===== config.mk =====
export PLATFORM = sky130hd
export DESIGN_NAME = lru_key_value_cache
export DESIGN_NICKNAME = d
export VERILOG_FILES = /design/src/rtl/core/lkvc_pkg.sv /design/src/rtl/core/lru_key_value_cache.sv /design/src/rtl/core/lkvc_cell.sv
export SDC_FILE = /design/constraint.sdc
export NUM_CORES = 1
export LEC_CHECK = 0
export CAP_MARGIN = 10
export CELL_PAD_IN_SITES_DETAIL_PLACEMENT = 0
export CELL_PAD_IN_SITES_GLOBAL_PLACEMENT = 1
export CORE_ASPECT_RATIO = 2
export CORE_MARGIN = 5
export CORE_UTILIZATION = 55
export DETAILED_ROUTE_END_ITERATION = 6
export DONT_BUFFER_PORTS = 1
export PLACE_DENSITY_LB_ADDON = 0.05
export SLEW_MARGIN = 20
export SYNTH_ARGS = -nofsm -noshare
export SYNTH_HDL_FRONTEND = slang
export SYNTH_SLANG_ARGS = --single-unit

===== constraint.sdc =====
create_clock -name clk -period 19.05 [get_ports clk]
set_input_delay 0.9525 -clock clk [delete_from_list [all_inputs] [get_ports clk]]
set_output_delay 0.9525 -clock clk [all_outputs]
set_load 0.01 [all_outputs]

===== src/rtl/core/lkvc_pkg.sv =====
`default_nettype none
// ----------------------------------------------------------------------------
// lkvc_pkg: shared types and constants for the LRU key-value cache
// Field widths, register reset value, operation codes and the control word
// that the top level broadcasts to every cell of the recency chain.
// ----------------------------------------------------------------------------
package lkvc_pkg;

  localparam int MAX_ENTRIES_DEF = 16;

  localparam int KEY_W = 32;
  localparam int VAL_W = 32;
  localparam int CAP_W = 5;

  localparam logic [CAP_W-1:0] CAP_RESET = 5'd16;

  localparam logic KIND_LOOKUP = 1'b0;
  localparam logic KIND_WRITE  = 1'b1;

  typedef logic [KEY_W-1:0] key_t;
  typedef logic [VAL_W-1:0] val_t;

  typedef struct packed {
    logic cmp;
    logic hit_move;
    logic insert;
  } lkvc_ctl_t;

endpackage

`default_nettype wire


===== src/rtl/core/lru_key_value_cache.sv =====
`default_nettype none
// ----------------------------------------------------------------------------
// lru_key_value_cache: fully associative key-value store, LRU replacement
// Entries sit in a chain of cells ordered from most to least recent. A key is
// compared in every cell at once; a hit moves its entry to the front, a write
// miss shifts the whole chain and drops what lies beyond the capacity.
//
//   channel   dir  word contents (low bit first)             taken when
//   s_axis    in   tdata: lookup_key, write_value; tuser: kind  tvalid & tready
//   m_axis    out  tdata: read_value; tuser: hit             tvalid & tready
//   cfg       in   cfg_wr_data: capacity_limit               cfg_wr_en
//
// Each word passes a compare state (key compared in all cells) and an update
// state (chain moved, result register loaded); the next word is taken in the
// update state. A result that is not taken holds the chain and input.
// Reset is synchronous: it empties the cache and sets capacity to 16.
// ----------------------------------------------------------------------------
module lru_key_value_cache #(
  parameter int MaxEntries = lkvc_pkg::MAX_ENTRIES_DEF
) (
  input  wire                         clk,
  input  wire                         rst,
  input  wire                         s_axis_tvalid,
  output logic                        s_axis_tready,
  input  wire  [63:0]                 s_axis_tdata,   // lookup_key, write_value
  input  wire  [0:0]                  s_axis_tuser,   // kind
  output logic                        m_axis_tvalid,
  input  wire                         m_axis_tready,
  output logic [31:0]                 m_axis_tdata,   // read_value
  output logic [0:0]                  m_axis_tuser,   // hit
  input  wire                         cfg_wr_en,
  input  wire  [lkvc_pkg::CAP_W-1:0]  cfg_wr_data
);
  import lkvc_pkg::*;

  localparam int OccW = $clog2(MaxEntries + 1);
  localparam int CmpW = (OccW > CAP_W) ? OccW : CAP_W;

  typedef enum logic [2:0] {
    S_IDLE = 3'b001,
    S_CMP  = 3'b010,
    S_UPD  = 3'b100
  } state_t;

  state_t          state, state_next;
  logic [CAP_W-1:0] capacity_limit;
  logic [OccW-1:0] occupancy;
  logic            op_kind;
  key_t            op_key;
  val_t            op_value;

  logic            accept;
  logic            go;
  logic            hit;
  val_t            hit_value;
  val_t            front_value;
  logic [CmpW-1:0] cap_ext;
  logic [CmpW-1:0] eff_ext;
  logic [OccW-1:0] eff_cap;
  logic [OccW-1:0] new_occ;
  lkvc_ctl_t       ctl;

  key_t            cell_key   [MaxEntries];
  val_t            cell_value [MaxEntries];
  val_t            cell_mval  [MaxEntries];
  logic [MaxEntries-1:0] cell_match;
  logic [MaxEntries:0]   seen;

  assign go            = (state == S_UPD) && (!m_axis_tvalid || m_axis_tready);
  assign s_axis_tready = (state == S_IDLE) || go;
  assign accept        = s_axis_tvalid && s_axis_tready;

  assign hit = |cell_match;

  always_comb begin
    hit_value = '0;
    for (int i = 0; i < MaxEntries; i++) begin
      hit_value = hit_value | cell_mval[i];
    end
  end

  assign front_value = (hit && op_kind == KIND_LOOKUP) ? hit_value : op_value;

  assign cap_ext = CmpW'(capacity_limit);
  always_comb begin
    if (cap_ext == '0) begin
      eff_ext = CmpW'(1);
    end else if (cap_ext > CmpW'(MaxEntries)) begin
      eff_ext = CmpW'(MaxEntries);
    end else begin
      eff_ext = cap_ext;
    end
  end
  assign eff_cap = eff_ext[OccW-1:0];
  assign new_occ = (occupancy >= eff_cap) ? eff_cap : occupancy + OccW'(1);

  assign ctl.cmp      = (state == S_CMP);
  assign ctl.hit_move = go && hit;
  assign ctl.insert   = go && !hit && (op_kind == KIND_WRITE);

  always_comb begin
    state_next = state;
    case (state)
      S_IDLE: if (accept) state_next = S_CMP;
      S_CMP:  state_next = S_UPD;
      S_UPD: begin
        if (go) state_next = accept ? S_CMP : S_IDLE;
      end
      default: state_next = S_IDLE;
    endcase
  end

  always_ff @(posedge clk) begin
    if (rst) begin
      state          <= S_IDLE;
      capacity_limit <= CAP_RESET;
      occupancy      <= '0;
      m_axis_tvalid  <= 1'b0;
    end else begin
      state <= state_next;
      if (cfg_wr_en) begin
        capacity_limit <= cfg_wr_data;
      end
      if (ctl.insert) begin
        occupancy <= new_occ;
      end
      if (go) begin
        m_axis_tvalid <= 1'b1;
      end else if (m_axis_tready) begin
        m_axis_tvalid <= 1'b0;
      end
    end
  end

  always_ff @(posedge clk) begin
    if (accept) begin
      op_kind  <= s_axis_tuser[0];
      op_key   <= s_axis_tdata[31:0];
      op_value <= s_axis_tdata[63:32];
    end
    if (go) begin
      m_axis_tuser[0] <= hit;
      m_axis_tdata    <= (hit && op_kind == KIND_LOOKUP) ? hit_value : '0;
    end
  end

  assign seen[MaxEntries] = 1'b0;

  for (genvar gi = 0; gi < MaxEntries; gi++) begin : g_cell
    key_t left_key;
    val_t left_value;
    logic keep;

    if (gi == 0) begin : g_front
      assign left_key   = op_key;
      assign left_value = front_value;
    end else begin : g_chain
      assign left_key   = cell_key[gi-1];
      assign left_value = cell_value[gi-1];
    end

    assign keep = (new_occ > OccW'(gi));

    lkvc_cell u_cell (
      .clk         (clk),
      .rst         (rst),
      .ctl         (ctl),
      .keep        (keep),
      .op_key      (op_key),
      .left_key    (left_key),
      .left_value  (left_value),
      .seen_in     (seen[gi+1]),
      .seen_out    (seen[gi]),
      .key         (cell_key[gi]),
      .value       (cell_value[gi]),
      .match       (cell_match[gi]),
      .match_value (cell_mval[gi])
    );
  end

endmodule

`default_nettype wire


===== src/rtl/core/lkvc_cell.sv =====
`default_nettype none
// ----------------------------------------------------------------------------
// lkvc_cell: one position of the recency chain
// Holds one entry, compares it against the broadcast key and takes the entry
// of its more recent neighbour when the chain shifts.
// ----------------------------------------------------------------------------
module lkvc_cell (
  input  wire                 clk,
  input  wire                 rst,
  input  lkvc_pkg::lkvc_ctl_t ctl,
  input  wire                 keep,
  input  lkvc_pkg::key_t      op_key,
  input  lkvc_pkg::key_t      left_key,
  input  lkvc_pkg::val_t      left_value,
  input  wire                 seen_in,
  output logic                seen_out,
  output lkvc_pkg::key_t      key,
  output lkvc_pkg::val_t      value,
  output logic                match,
  output lkvc_pkg::val_t      match_value
);
  import lkvc_pkg::*;

  logic valid;
  logic shift;

  assign seen_out    = seen_in | match;
  assign shift       = ctl.insert | (ctl.hit_move & seen_out);
  assign match_value = match ? value : '0;

  always_ff @(posedge clk) begin
    if (rst) begin
      valid <= 1'b0;
      match <= 1'b0;
    end else begin
      if (ctl.cmp) begin
        match <= valid && (key == op_key);
      end
      if (ctl.insert) begin
        valid <= keep;
      end
    end
  end

  always_ff @(posedge clk) begin
    if (shift) begin
      key   <= left_key;
      value <= left_value;
    end
  end

endmodule

`default_nettype wire


== Word-level counts from Yosys, hierarchy flattened ==
Index checks and enable logic that the tools add are counted.
Storage, ports and cells
  output and inout port bits: 35
  word-level logic and storage cells: 232
  flip-flop bits (word level): 1168
Operators by class
  add/sub/neg operators: 1
  bitwise gates (word level): 63
  mux-type cells: 26
  equality and inequality tests: 21
  $lt $le $gt $ge: 18
  reduce and logical (&&, ||, !) cells: 30
Operators with widths (number)
  $mux W32: 17
  $eq A32 B32 Y1: 16
  $or A32 B32 Y32: 15
  $gt A5 B4 Y1 const B: 8
  $or A1 B1 Y1: 31
  $logic_and A1 B1 Y1: 22
  $gt A5 B3 Y1 const B: 4
  $and A1 B1 Y1: 16
  $reduce_or A16 Y1: 1
  $mux W5: 3
  $gt A5 B1 Y1 const B: 2
  $gt A5 B2 Y1 const B: 2
  $pmux W3 S3: 1
  $mux W3: 2
  $add A5 B1 Y5 const B: 1
  $ge A5 B5 Y1: 1
  $gt A5 B5 Y1 const B: 1
  $logic_not A5 Y1: 1
  $ne A2 B2 Y1 const B: 2
  $eq A3 B1 Y1 const B: 1
  $eq A3 B2 Y1 const B: 1
  $eq A3 B3 Y1 const B: 1
  $logic_not A1 Y1: 2
  $logic_or A1 B1 Y1: 2
  other kinds (5): 6

== Longest topological paths before layout ==
Gate-level depths: netlist (run 1).
  depth after elaboration: 17
  mapped depth: 11
  mapped depth without buffers: 10

== Hierarchy ==
A second synthesis (run 1) with hierarchy kept.
Unflattened totals
  cells, all modules: 2906
  area total of the unflattened synthesis: 46696.0 um2
Modules (own cells, without submodules)
  lkvc_cell: cells each 152, area an instance 2565.0 um2, times used 16
  lru_key_value_cache: cells each 474, area an instance 5656.7 um2, times used 1

== Worst setup path after synthesis (run 1) ==
OpenSTA, ideal clock, no wires.
  kind: input port to flip-flop
  from: input port m_axis_tready
  to: register g_cell[5].u_cell.key[0], enable pin
  path buffers: 1
  arrival time: 6.644 ns
  library setup time: 0.430 ns
  data required time: 18.620 ns
  setup slack: 11.976 ns
  stages: 5
  path through: nor2b_1 or3_1 clkbuf_1 a21oi_1 nand2b_1
On the way
  cells in the longest elaborated chain, start to end: 5
RTL lines
  start: declaration: line lru_key_value_cache.sv:28  | input wire m_axis_tready,
  $logic_or A1 B1 Y1 *: line lru_key_value_cache.sv:69  | assign go = (state == S_UPD) && (!m_axis_tvalid || m_axis_tready);
  $logic_and A1 B1 Y1 *: line lru_key_value_cache.sv:69
  $logic_and A1 B1 Y1, on equally long branches: line lru_key_value_cache.sv:98, lru_key_value_cache.sv:99
  $and A1 B1 Y1 or $logic_and A1 B1 Y1 (tied branches): line lkvc_cell.sv:28, lru_key_value_cache.sv:99
  $or A1 B1 Y1 *: line lkvc_cell.sv:28  | assign shift = ctl.insert | (ctl.hit_move & seen_out);
  named net g_cell[5].u_cell.shift: line lkvc_cell.sv:25  | logic shift;
  end signal: assignment: line lkvc_cell.sv:47  | key <= left_key;
  end: declaration: line lkvc_cell.sv:17  | output lkvc_pkg::key_t key,
Mark *: on every way through the listed nets, which the timed path passes. The rest lies on a longest branch.
A chain may end at the register's enable or synchronous reset.

== Worst setup path after layout (run 1) ==
  from: register g_cell[2].u_cell.match
  to: register g_cell[9].u_cell.key[9], enable pin
On the way
  cells in the longest elaborated chain, start to end: 5
RTL lines
  start: declaration: line lkvc_cell.sv:19  | output logic match,
  start signal: assignment: line lkvc_cell.sv:37  | match <= valid && (key == op_key);
  $reduce_or A16 Y1 *: line lru_key_value_cache.sv:73  | assign hit = |cell_match;
  $logic_not A1 Y1: line lru_key_value_cache.sv:99  | assign ctl.insert = go && !hit && (op_kind == KIND_WRITE);
  $logic_and A1 B1 Y1 (2 in a row): line lru_key_value_cache.sv:99
  $or A1 B1 Y1 *: line lkvc_cell.sv:28
  named net g_cell[9].u_cell.shift: line lkvc_cell.sv:25
  end signal: assignment: line lkvc_cell.sv:47
  end: declaration: line lkvc_cell.sv:17
Marks and branches as above.

==> key figures, run 1 <==
Yosys
  • Yosys top cell by area: edfxtp_1
  • XOR/XNOR Fraction of Synth Area: 0.1001
  • Distinct cell type count after synthesis: 46
  • Async SR Flop Fraction: 0
  • Largest family of logic cells by synthesized area: XOR/XNOR gates
  • Ranking of synthesized cells by area: edfxtp_1 75%, xnor2_1 7.8%, xor2_1 2.2%, dfxtp_1 2.0%, a22o_1 1.9%
  • Post-Syn Instances: 2611
  • Synth warn: 0
  • Sequential element share of the synthesized area: 0.7685
  • Avg Cell Area, Syn: 17.25 µm²
  • Simple-Gate Fraction of Synth Area: 0.04348
  • Compound-Gate Fraction of Synth Area: 0.06845
  • #FFs+latches synth: 1168
  • Post-synthesis adder-cell area fraction: 0.001667
  • Post-Synthesis Cell Area: 45040 µm²
  • Area share of the largest cell type after synthesis: 0.7481
  • Syn Nets: 2692
  • Post-synth top flop: edfxtp_1
  • Post-synthesis mux area share: 0.002945
  • Number of synthesized flops with an enable pin: 1122

Setup path
  • Worst path slowest cell: nor3_1
  • Origin of the worst setup path: g_cell[2].u_cell.match$_SDFFE_PP0N_
  • Worst setup SP type: flip-flop
  • Worst Path Required: 19.36 ns
  • Worst path cell trace: buf_4, nor3_1, nand2_1, nor3_2, a2111oi_0, nor2b_1, a21oi_4, buf_4, buf_4
  • Crit path max fanout: 36
  • RR Startpoint: g_cell[2].u_cell.match$_SDFFE_PP0N_
  • CP Data Arrival Time: 4.43 ns
  • CP Capture Type: flip-flop
  • Crit Path Class: reg -> reg
  • Crit path max-delay family: simple AND/OR/NAND/NOR gates
  • Most used cell, CP: buf_4
  • Worst stage delay on the critical path: 0.69 ns
  • CP bufs+invs: 3

Route
  • DRC: 0
  • Vias: 24330
  • Iter 0 DRT Violations: 2541
  • DRT Pass-1 Iters: 7
  • Drt total wl: 137.8 mm
  • Vias per Instance: 6.479
  • Routed len/inst: 36.70 µm
  • ANT nets after route: 0

Timing
  • Setup TNS: 0 ns
  • RSZ-0062 raised after global routing: false
  • Max-slew headroom: 0.1786
  • Top achievable clock speed: 0.2431 GHz
  • Fin crit period: 4.113 ns
  • Fin crit share: 0.2159
  • Clock Skews: 0.02897 ns
  • Worst slew pin tran: 1.232 ns
  • Hold Fails Final Rpt: 0
  • Final setup viols: 0
  • Slew Viols, Final: 0
  • Final setup margin: 14.94 ns

Floorplan
  • Core area: 81290 µm²
  • Die H: 414.7 µm
  • Die width: 212.4 µm
  • Boundary Pins: 110
  • # rows: 148
  • Initial Util: 0.5540
  • Die area: 88060 µm²

CTS
  • CTS Root Cell: clkbuf_16
  • CTS tree: done
  • CTS clock-pin slew for the worst setup and hold paths: 0.07 ns
  • H-tree depth: 3
  • Clock latency at the later pin of the worst-skew pair: 0.70 ns
  • CTS buffer count: 99
  • Clock buffer depth: 3
  • CTS Hold Buffers Added: 0
  • Setup Buffers After CTS: 0
  • Sinks on Clock Net: 1168
  • Post-CTS Resized: 0

Placement
  • DPL Wire Length: 92.35 mm
  • DP Area: 46430 µm²
  • GPL Wtd Cong: 0.9416
  • Port buffer count: 0
  • Place WS: 14.52 ns

Min path
  • Min-delay worst type: in -> reg
  • Worst hold start: rst

Global routing
  • Largest net degree at the start of global routing: 65
  • Met2 Use GR: 0.5758
  • Global-route usage over all layers: 0.3106
  • Routing usage on met1: 0.2977
  • Met3 GRT Util: 0.04408
  • Grt ovf: 0
  • Initial antenna violation count: 0
  • Vias in the first global route: 25524
  • Global-route wire length before repair: 189.7 mm
  • Busiest grt layer: met2

Power and ir drop
  • Final Power: 4.955 mW
  • Power per cell area: 100.1 nW/µm²
  • Maximum vdd drop: 0.00009355 V
  • Leakage power: 14.93 nW

Job
  • MaxCap Viol Count: 0

Status
  • Run status: complete, no violations

Finish
  • Fin nets: 2709
  • Layout cells sized above 1: 0.09945
  • # diodes: 0
  • Filler Cells Inserted: 5981
  • Fin area: 49520 µm²
  • Layout area overhead: 9.954%
  • Final core occ: 0.6092
-- final cells by class --
class | instances | area [µm²] | area share
well taps | 1050 | 1314 | 0.02653
clock inverters | 54 | 402.9 | 0.008135
clock buffers | 124 | 2665 | 0.05382
flip-flops and latches | 1168 | 34630 | 0.6993
multi-input cells | 1280 | 9936 | 0.2006
inverters | 12 | 45.04 | 0.0009096
repair buffers | 67 | 526.8 | 0.01064
-- through the flow --
stage                     hold slack, ns  instances
after floorplan                   0.4244       2611
after global placement            0.4300       3576
after detailed placement          0.4368       3576
after CTS                         0.2799       3754
after global routing              0.3020       3755
final                             0.3333       3755
-- layer usage --
metal  up-vias  part of all wire
met2      1204              0.55
met5         -                 0
met1     12577              0.29
met3       365             0.058
li1      10184                 -
met4         0              0.10
-- Yosys cell counts, drive strengths merged (2+ instances only) --
library cell and n:
or4 2, o21ai 16, nand4 108, nor2 51, mux2 2, clkbuf 124, nand2b 7, nand3 21
a211oi 11, nor4 53, or2 5, edfxtp 1122, a22oi 64, a21o 34, or3 2, a21oi 34
a311oi 4, nor3 11, a22o 97, nand2 39, mux2i 11, nor2b 8, a221oi 96, and3 36
xnor2 400, dfxtp 46, and2 2, buf 27, inv 12, xor2 115, a31oi 39, ha 6
-- worst register-to-register path, delay by kind of cell, from the launching register on --
family          cells  cell delay [ns]
flops               1             0.31
buf+inv             3             1.42
simple gates        4             1.50
compound gates      2             0.44
-- flip-flops by register name, indices dropped and copies added (netlist names), 16 cells and up --
signal and count:
g_cell.u_cell.key 512, g_cell.u_cell.value 512, m_axis_tdata 32, g_cell.left_key 32
op_value 32, g_cell.u_cell.valid 16, g_cell.u_cell.match 16
-- power by group --
group / internal, mW / leakage, nW / switching, mW
combinational: 0.0552 / 2.93 / 0.109
sequential: 2.79 / 10.5 / 0.0126
clock: 1.05 / 1.49 / 0.940
total: 3.89 / 14.9 / 1.06
-- path summary, 6_finish.rpt --
path,endpoint,slack (ns),cells after the start
max,g_cell[9].u_cell.key[9]$_DFFE_PP_,14.94,9
min,g_cell[4].u_cell.match$_SDFFE_PP0N_,0.33,1
max reg2reg,g_cell[9].u_cell.key[9]$_DFFE_PP_,14.94,9
min reg2reg,g_cell[11].u_cell.match$_SDFFE_PP0N_,0.44,2
-- placed cells by master (no fill, tap or decap), types with 7 or more instances in the layout --
| master | n |
|---|---|
| edfxtp_1 | 1122 |
| mux2i_1 | 11 |
| xnor2_1 | 400 |
| a221oi_1 | 96 |
| nor3_1 | 9 |
| buf_4 | 63 |
| nand3_1 | 21 |
| xor2_1 | 115 |
| a211oi_1 | 7 |
| nor2b_1 | 8 |
| dfxtp_1 | 30 |
| clkinv_2 | 24 |
| a21oi_1 | 28 |
| a31oi_1 | 39 |
| nor4_1 | 50 |
| clkbuf_1 | 19 |
| clkbuf_16 | 102 |
| a22o_1 | 97 |
| inv_1 | 11 |
| and3_1 | 36 |
| clkinvlp_4 | 10 |
| a21o_1 | 33 |
| a22oi_1 | 64 |
| nor2_1 | 46 |
| nand4_1 | 108 |
| nand2_1 | 34 |
| o21ai_0 | 16 |
| dfxtp_2 | 16 |
| clkinv_1 | 12 |
-- logic make-up after synthesis --
kind of cell / count (synthesis)
compound gates: 398
xor+xnor: 515
fa+ha+maj: 6
buf+inv: 163
flops: 1168
mux: 13
simple gates: 348
No activity file was read; power rests on OpenSTA's default activity.
==> run 2: changes to the inputs <==
- clock period: 19.05 -> 3.95 ns (I/O delays scaled with it)
==> run 2 against run 1 <==
Effect of this change: global-route usage fell by 0.47 points; total power increased to 5.0 times the previous value; design area grew 3.0%; wire length shrank 1.9%; register-to-register slack lost 14 ns; maximum frequency is 36% higher; sequential power grew to 4.9 times the previous value; sequential cell count stayed put; final cell count increased by 3.2%; critical endpoint is now g_cell[1].u_cell.valid$_SDFFE_PP0P_; largest power group unchanged.
==> key figures, run 2 (synthesis results as in run 1) <==
Route
  • ANT nets after route: 0 (unchanged)
  • Routed len/inst: 34.89 µm (-4.9%)
  • Vias per Instance: 6.428 (-0.79%)
  • DRC: 0 (unchanged)
  • Iter 0 DRT Violations: 2866 (+13%)
  • DRT Pass-1 Iters: 6 (-1)
  • Drt total wl: 135.2 mm (-1.9%)
  • Vias: 24910 (+2.4%)

Floorplan
  • Boundary Pins: 110 (unchanged)
  • Die H: 414.7 µm (unchanged)
  • Die width: 212.4 µm (unchanged)
  • Core area: 81290 µm² (unchanged)
  • Die area: 88060 µm² (unchanged)
  • # rows: 148 (unchanged)
  • Initial Util: 0.5540 (unchanged)

Global routing
  • Global-route wire length before repair: 189.9 mm (+0.12%)
  • Largest net degree at the start of global routing: 65 (unchanged)
  • Global-route usage over all layers: 0.3059 (-0.004669)
  • Initial antenna violation count: 1 (+1)
  • Grt ovf: 0 (unchanged)
  • Vias in the first global route: 26068 (+2.1%)

Job
  • MaxCap Viol Count: 0 (unchanged)

Setup path
  • R2R cell count: 8 (-1)
  • Worst stage delay on the critical path: 0.67 ns (-0.02 ns)
  • RR Startpoint: m_axis_tvalid$_SDFFE_PP0P_
  • Most used cell, CP: buf_4
  • Critical Path Sink: g_cell[1].u_cell.valid$_SDFFE_PP0P_
  • Crit Path Class: reg -> reg
  • Crit path max fanout: 35 (-2.8%)
  • CP Capture Type: flip-flop
  • FF-to-FF setup slack: 0.92 ns (-14.02 ns)
  • Crit path max-delay family: simple AND/OR/NAND/NOR gates
  • RR Endpoint: g_cell[1].u_cell.valid$_SDFFE_PP0P_
  • Origin of the worst setup path: m_axis_tvalid$_SDFFE_PP0P_
  • Worst Path Required: 4.56 ns (-14.80 ns)
  • CP Data Arrival Time: 3.64 ns (-0.79 ns)
  • Worst path slowest cell: and3_1
  • Worst setup SP type: flip-flop
  • Worst path cell trace: nor2b_1, or3_1, buf_4, inv_2, buf_4, and3_1, o21ai_0, a31oi_1
  • CP bufs+invs: 3 (unchanged)
  • WP depth: 8 (-1)

Finish
  • Fin nets: 2829 (+4.4%)
  • Filler Cells Inserted: 5807 (-2.9%)
  • Fin area: 51010 µm² (+3.0%)
  • Final core occ: 0.6275 (+0.01828)
  • Layout area overhead: 13.25%
  • Layout cells sized above 1: 0.1069 (+0.007457)
  • Commonest non-fill, non-tap cell in the layout: edfxtp_1
  • # diodes: 0 (unchanged)
  • Top Registers: g_cell.u_cell.key: 512 flops, g_cell.u_cell.value: 512 flops
  • Most frequent cells in the layout: 1122 x edfxtp_1, 400 x xnor2_1, 115 x xor2_1

CTS
  • H-tree depth: 3 (unchanged)
  • Post-CTS Resized: 0 (unchanged)
  • CTS buffer count: 100 (+1.0%)
  • CTS Hold Buffers Added: 78 (+78)
  • Clock latency at the later pin of the worst-skew pair: 0.69 ns (about the same)
  • Setup Buffers After CTS: 0 (unchanged)
  • Clock buffer depth: 3 (unchanged)
  • Sinks on Clock Net: 1168 (unchanged)
  • CTS tree: done
  • CTS Root Cell: clkbuf_16
  • CTS clock-pin slew for the worst setup and hold paths: 0.07 ns (about the same)

Placement
  • GPL Wtd Cong: 0.9169 (-2.6%)
  • DPL Wire Length: 90.58 mm (-1.9%)
  • Port buffer count: 0 (unchanged)
  • DP Area: 46950 µm² (+1.1%)

Status
  • Run status: complete, no violations

Min path
  • Min-delay worst type: in -> reg
  • Worst hold path depth: 1 (unchanged)

Timing
  • Top achievable clock speed: 0.3301 GHz (+36%)
  • Final setup viols: 0 (unchanged)
  • Slew Viols, Final: 0 (unchanged)
  • RSZ-0062 raised after global routing: false
  • Worst slew pin tran: 1.072 ns (-0.1603 ns)
  • Hold Fails Final Rpt: 0 (unchanged)
  • Clock Skews: 0.02325 ns (-0.005720 ns)
  • Max-slew headroom: 0.2669 (+0.08837)
  • Fin crit period: 3.030 ns (-1.084 ns)
  • Fin crit share: 0.7670 (+0.5511)

Power and ir drop
  • Net Switching: 5.113 mW (+380%)
  • Clock Power Share: 0.413 (+0.012)
  • Gate power share: 0.034 (about the same)
  • Int Pwr: 19.42 mW (+400%)
  • Power per cell area: 481.0 nW/µm² (+380%)
  • Maximum vdd drop: 0.0004537 V (+390%)
  • Final Power: 24.53 mW (+400%)
  • Leakage power: 15.60 nW (+4.5%)
  • Sw Share: 0.2084 (-0.005875)
  • Register share of total power: 0.553 (-0.013)
## run 2: cell count changes in the layout (fill, tap and decap cells not counted), moves of 3 or more
cell	change
buf_4	+27
bufinv_16	+10
clkbuf_8	-3
dlygate4sd3_1	+77
buf_6	-3
nor4_2	-3
nor4_1	+3
inv_6	+3
buf_12	+18
clkinv_1	+7
clkinv_2	-10
clkinvlp_4	-7
## run 2: how the worst min path moves through the flow
stage                      from                         endpoint  slack [ns]
2_1_floorplan   s_axis_tdata[0]  g_cell[0].left_key[0]$_DFFE_PP_        0.30
3_3_place_gp                rst       m_axis_tvalid$_SDFFE_PP0P_        0.28
3_5_place_dp                rst       m_axis_tvalid$_SDFFE_PP0P_        0.29
4_1_cts         s_axis_tdata[4]  g_cell[0].left_key[4]$_DFFE_PP_        0.08
5_1_grt        s_axis_tdata[44]           op_value[12]$_DFFE_PP_        0.11
6_report       s_axis_tdata[44]           op_value[12]$_DFFE_PP_        0.13
## run 2: per-layer routing
metal | up-vias | GRT usage | part of all wire
li1 | 10431 | - | -
met1 | 12705 | 0.3384 | 0.32
met2 | 1403 | 0.5574 | 0.54
met3 | 369 | 0.03546 | 0.065
met4 | 2 | 0.1830 | 0.074
met5 | - | 0 | 0.000096
## run 2: per-stage QoR
step	cells	worst slack, ns	hold WS (ns)	setup TNS (ns)
after CTS	3875	0.8445	0.08345	0
after floorplan	2611	-0.8875	0.2964	-318.07
after global placement	3618	0.8241	0.2807	0
after global routing	3875	0.7350	0.1146	0
final	3875	0.9204	0.1262	0
after detailed placement	3618	0.8669	0.2892	0
## run 2: area by class of cell
cell class,instances,area (µm²),share of cell area
clock inverters,58,665.6,0.01305
clock buffers,121,2603,0.05102
repair buffers,186,1827,0.03581
flip-flops and latches,1168,34630,0.6790
well taps,1050,1314,0.02576
multi-input cells,1280,9922,0.1945
inverters,12,45.04,0.0008830
## run 2: power groups by stage
stage	Clock [mW]	Sequential, mW	Combinational (mW)
final	10.1	13.6	0.823
after detailed placement	0	13.8	0.750
after global routing	10.7	13.6	0.863
after global placement	0	13.8	0.744
after floorplan	0	13.8	0.499
after CTS	10.2	13.6	0.829
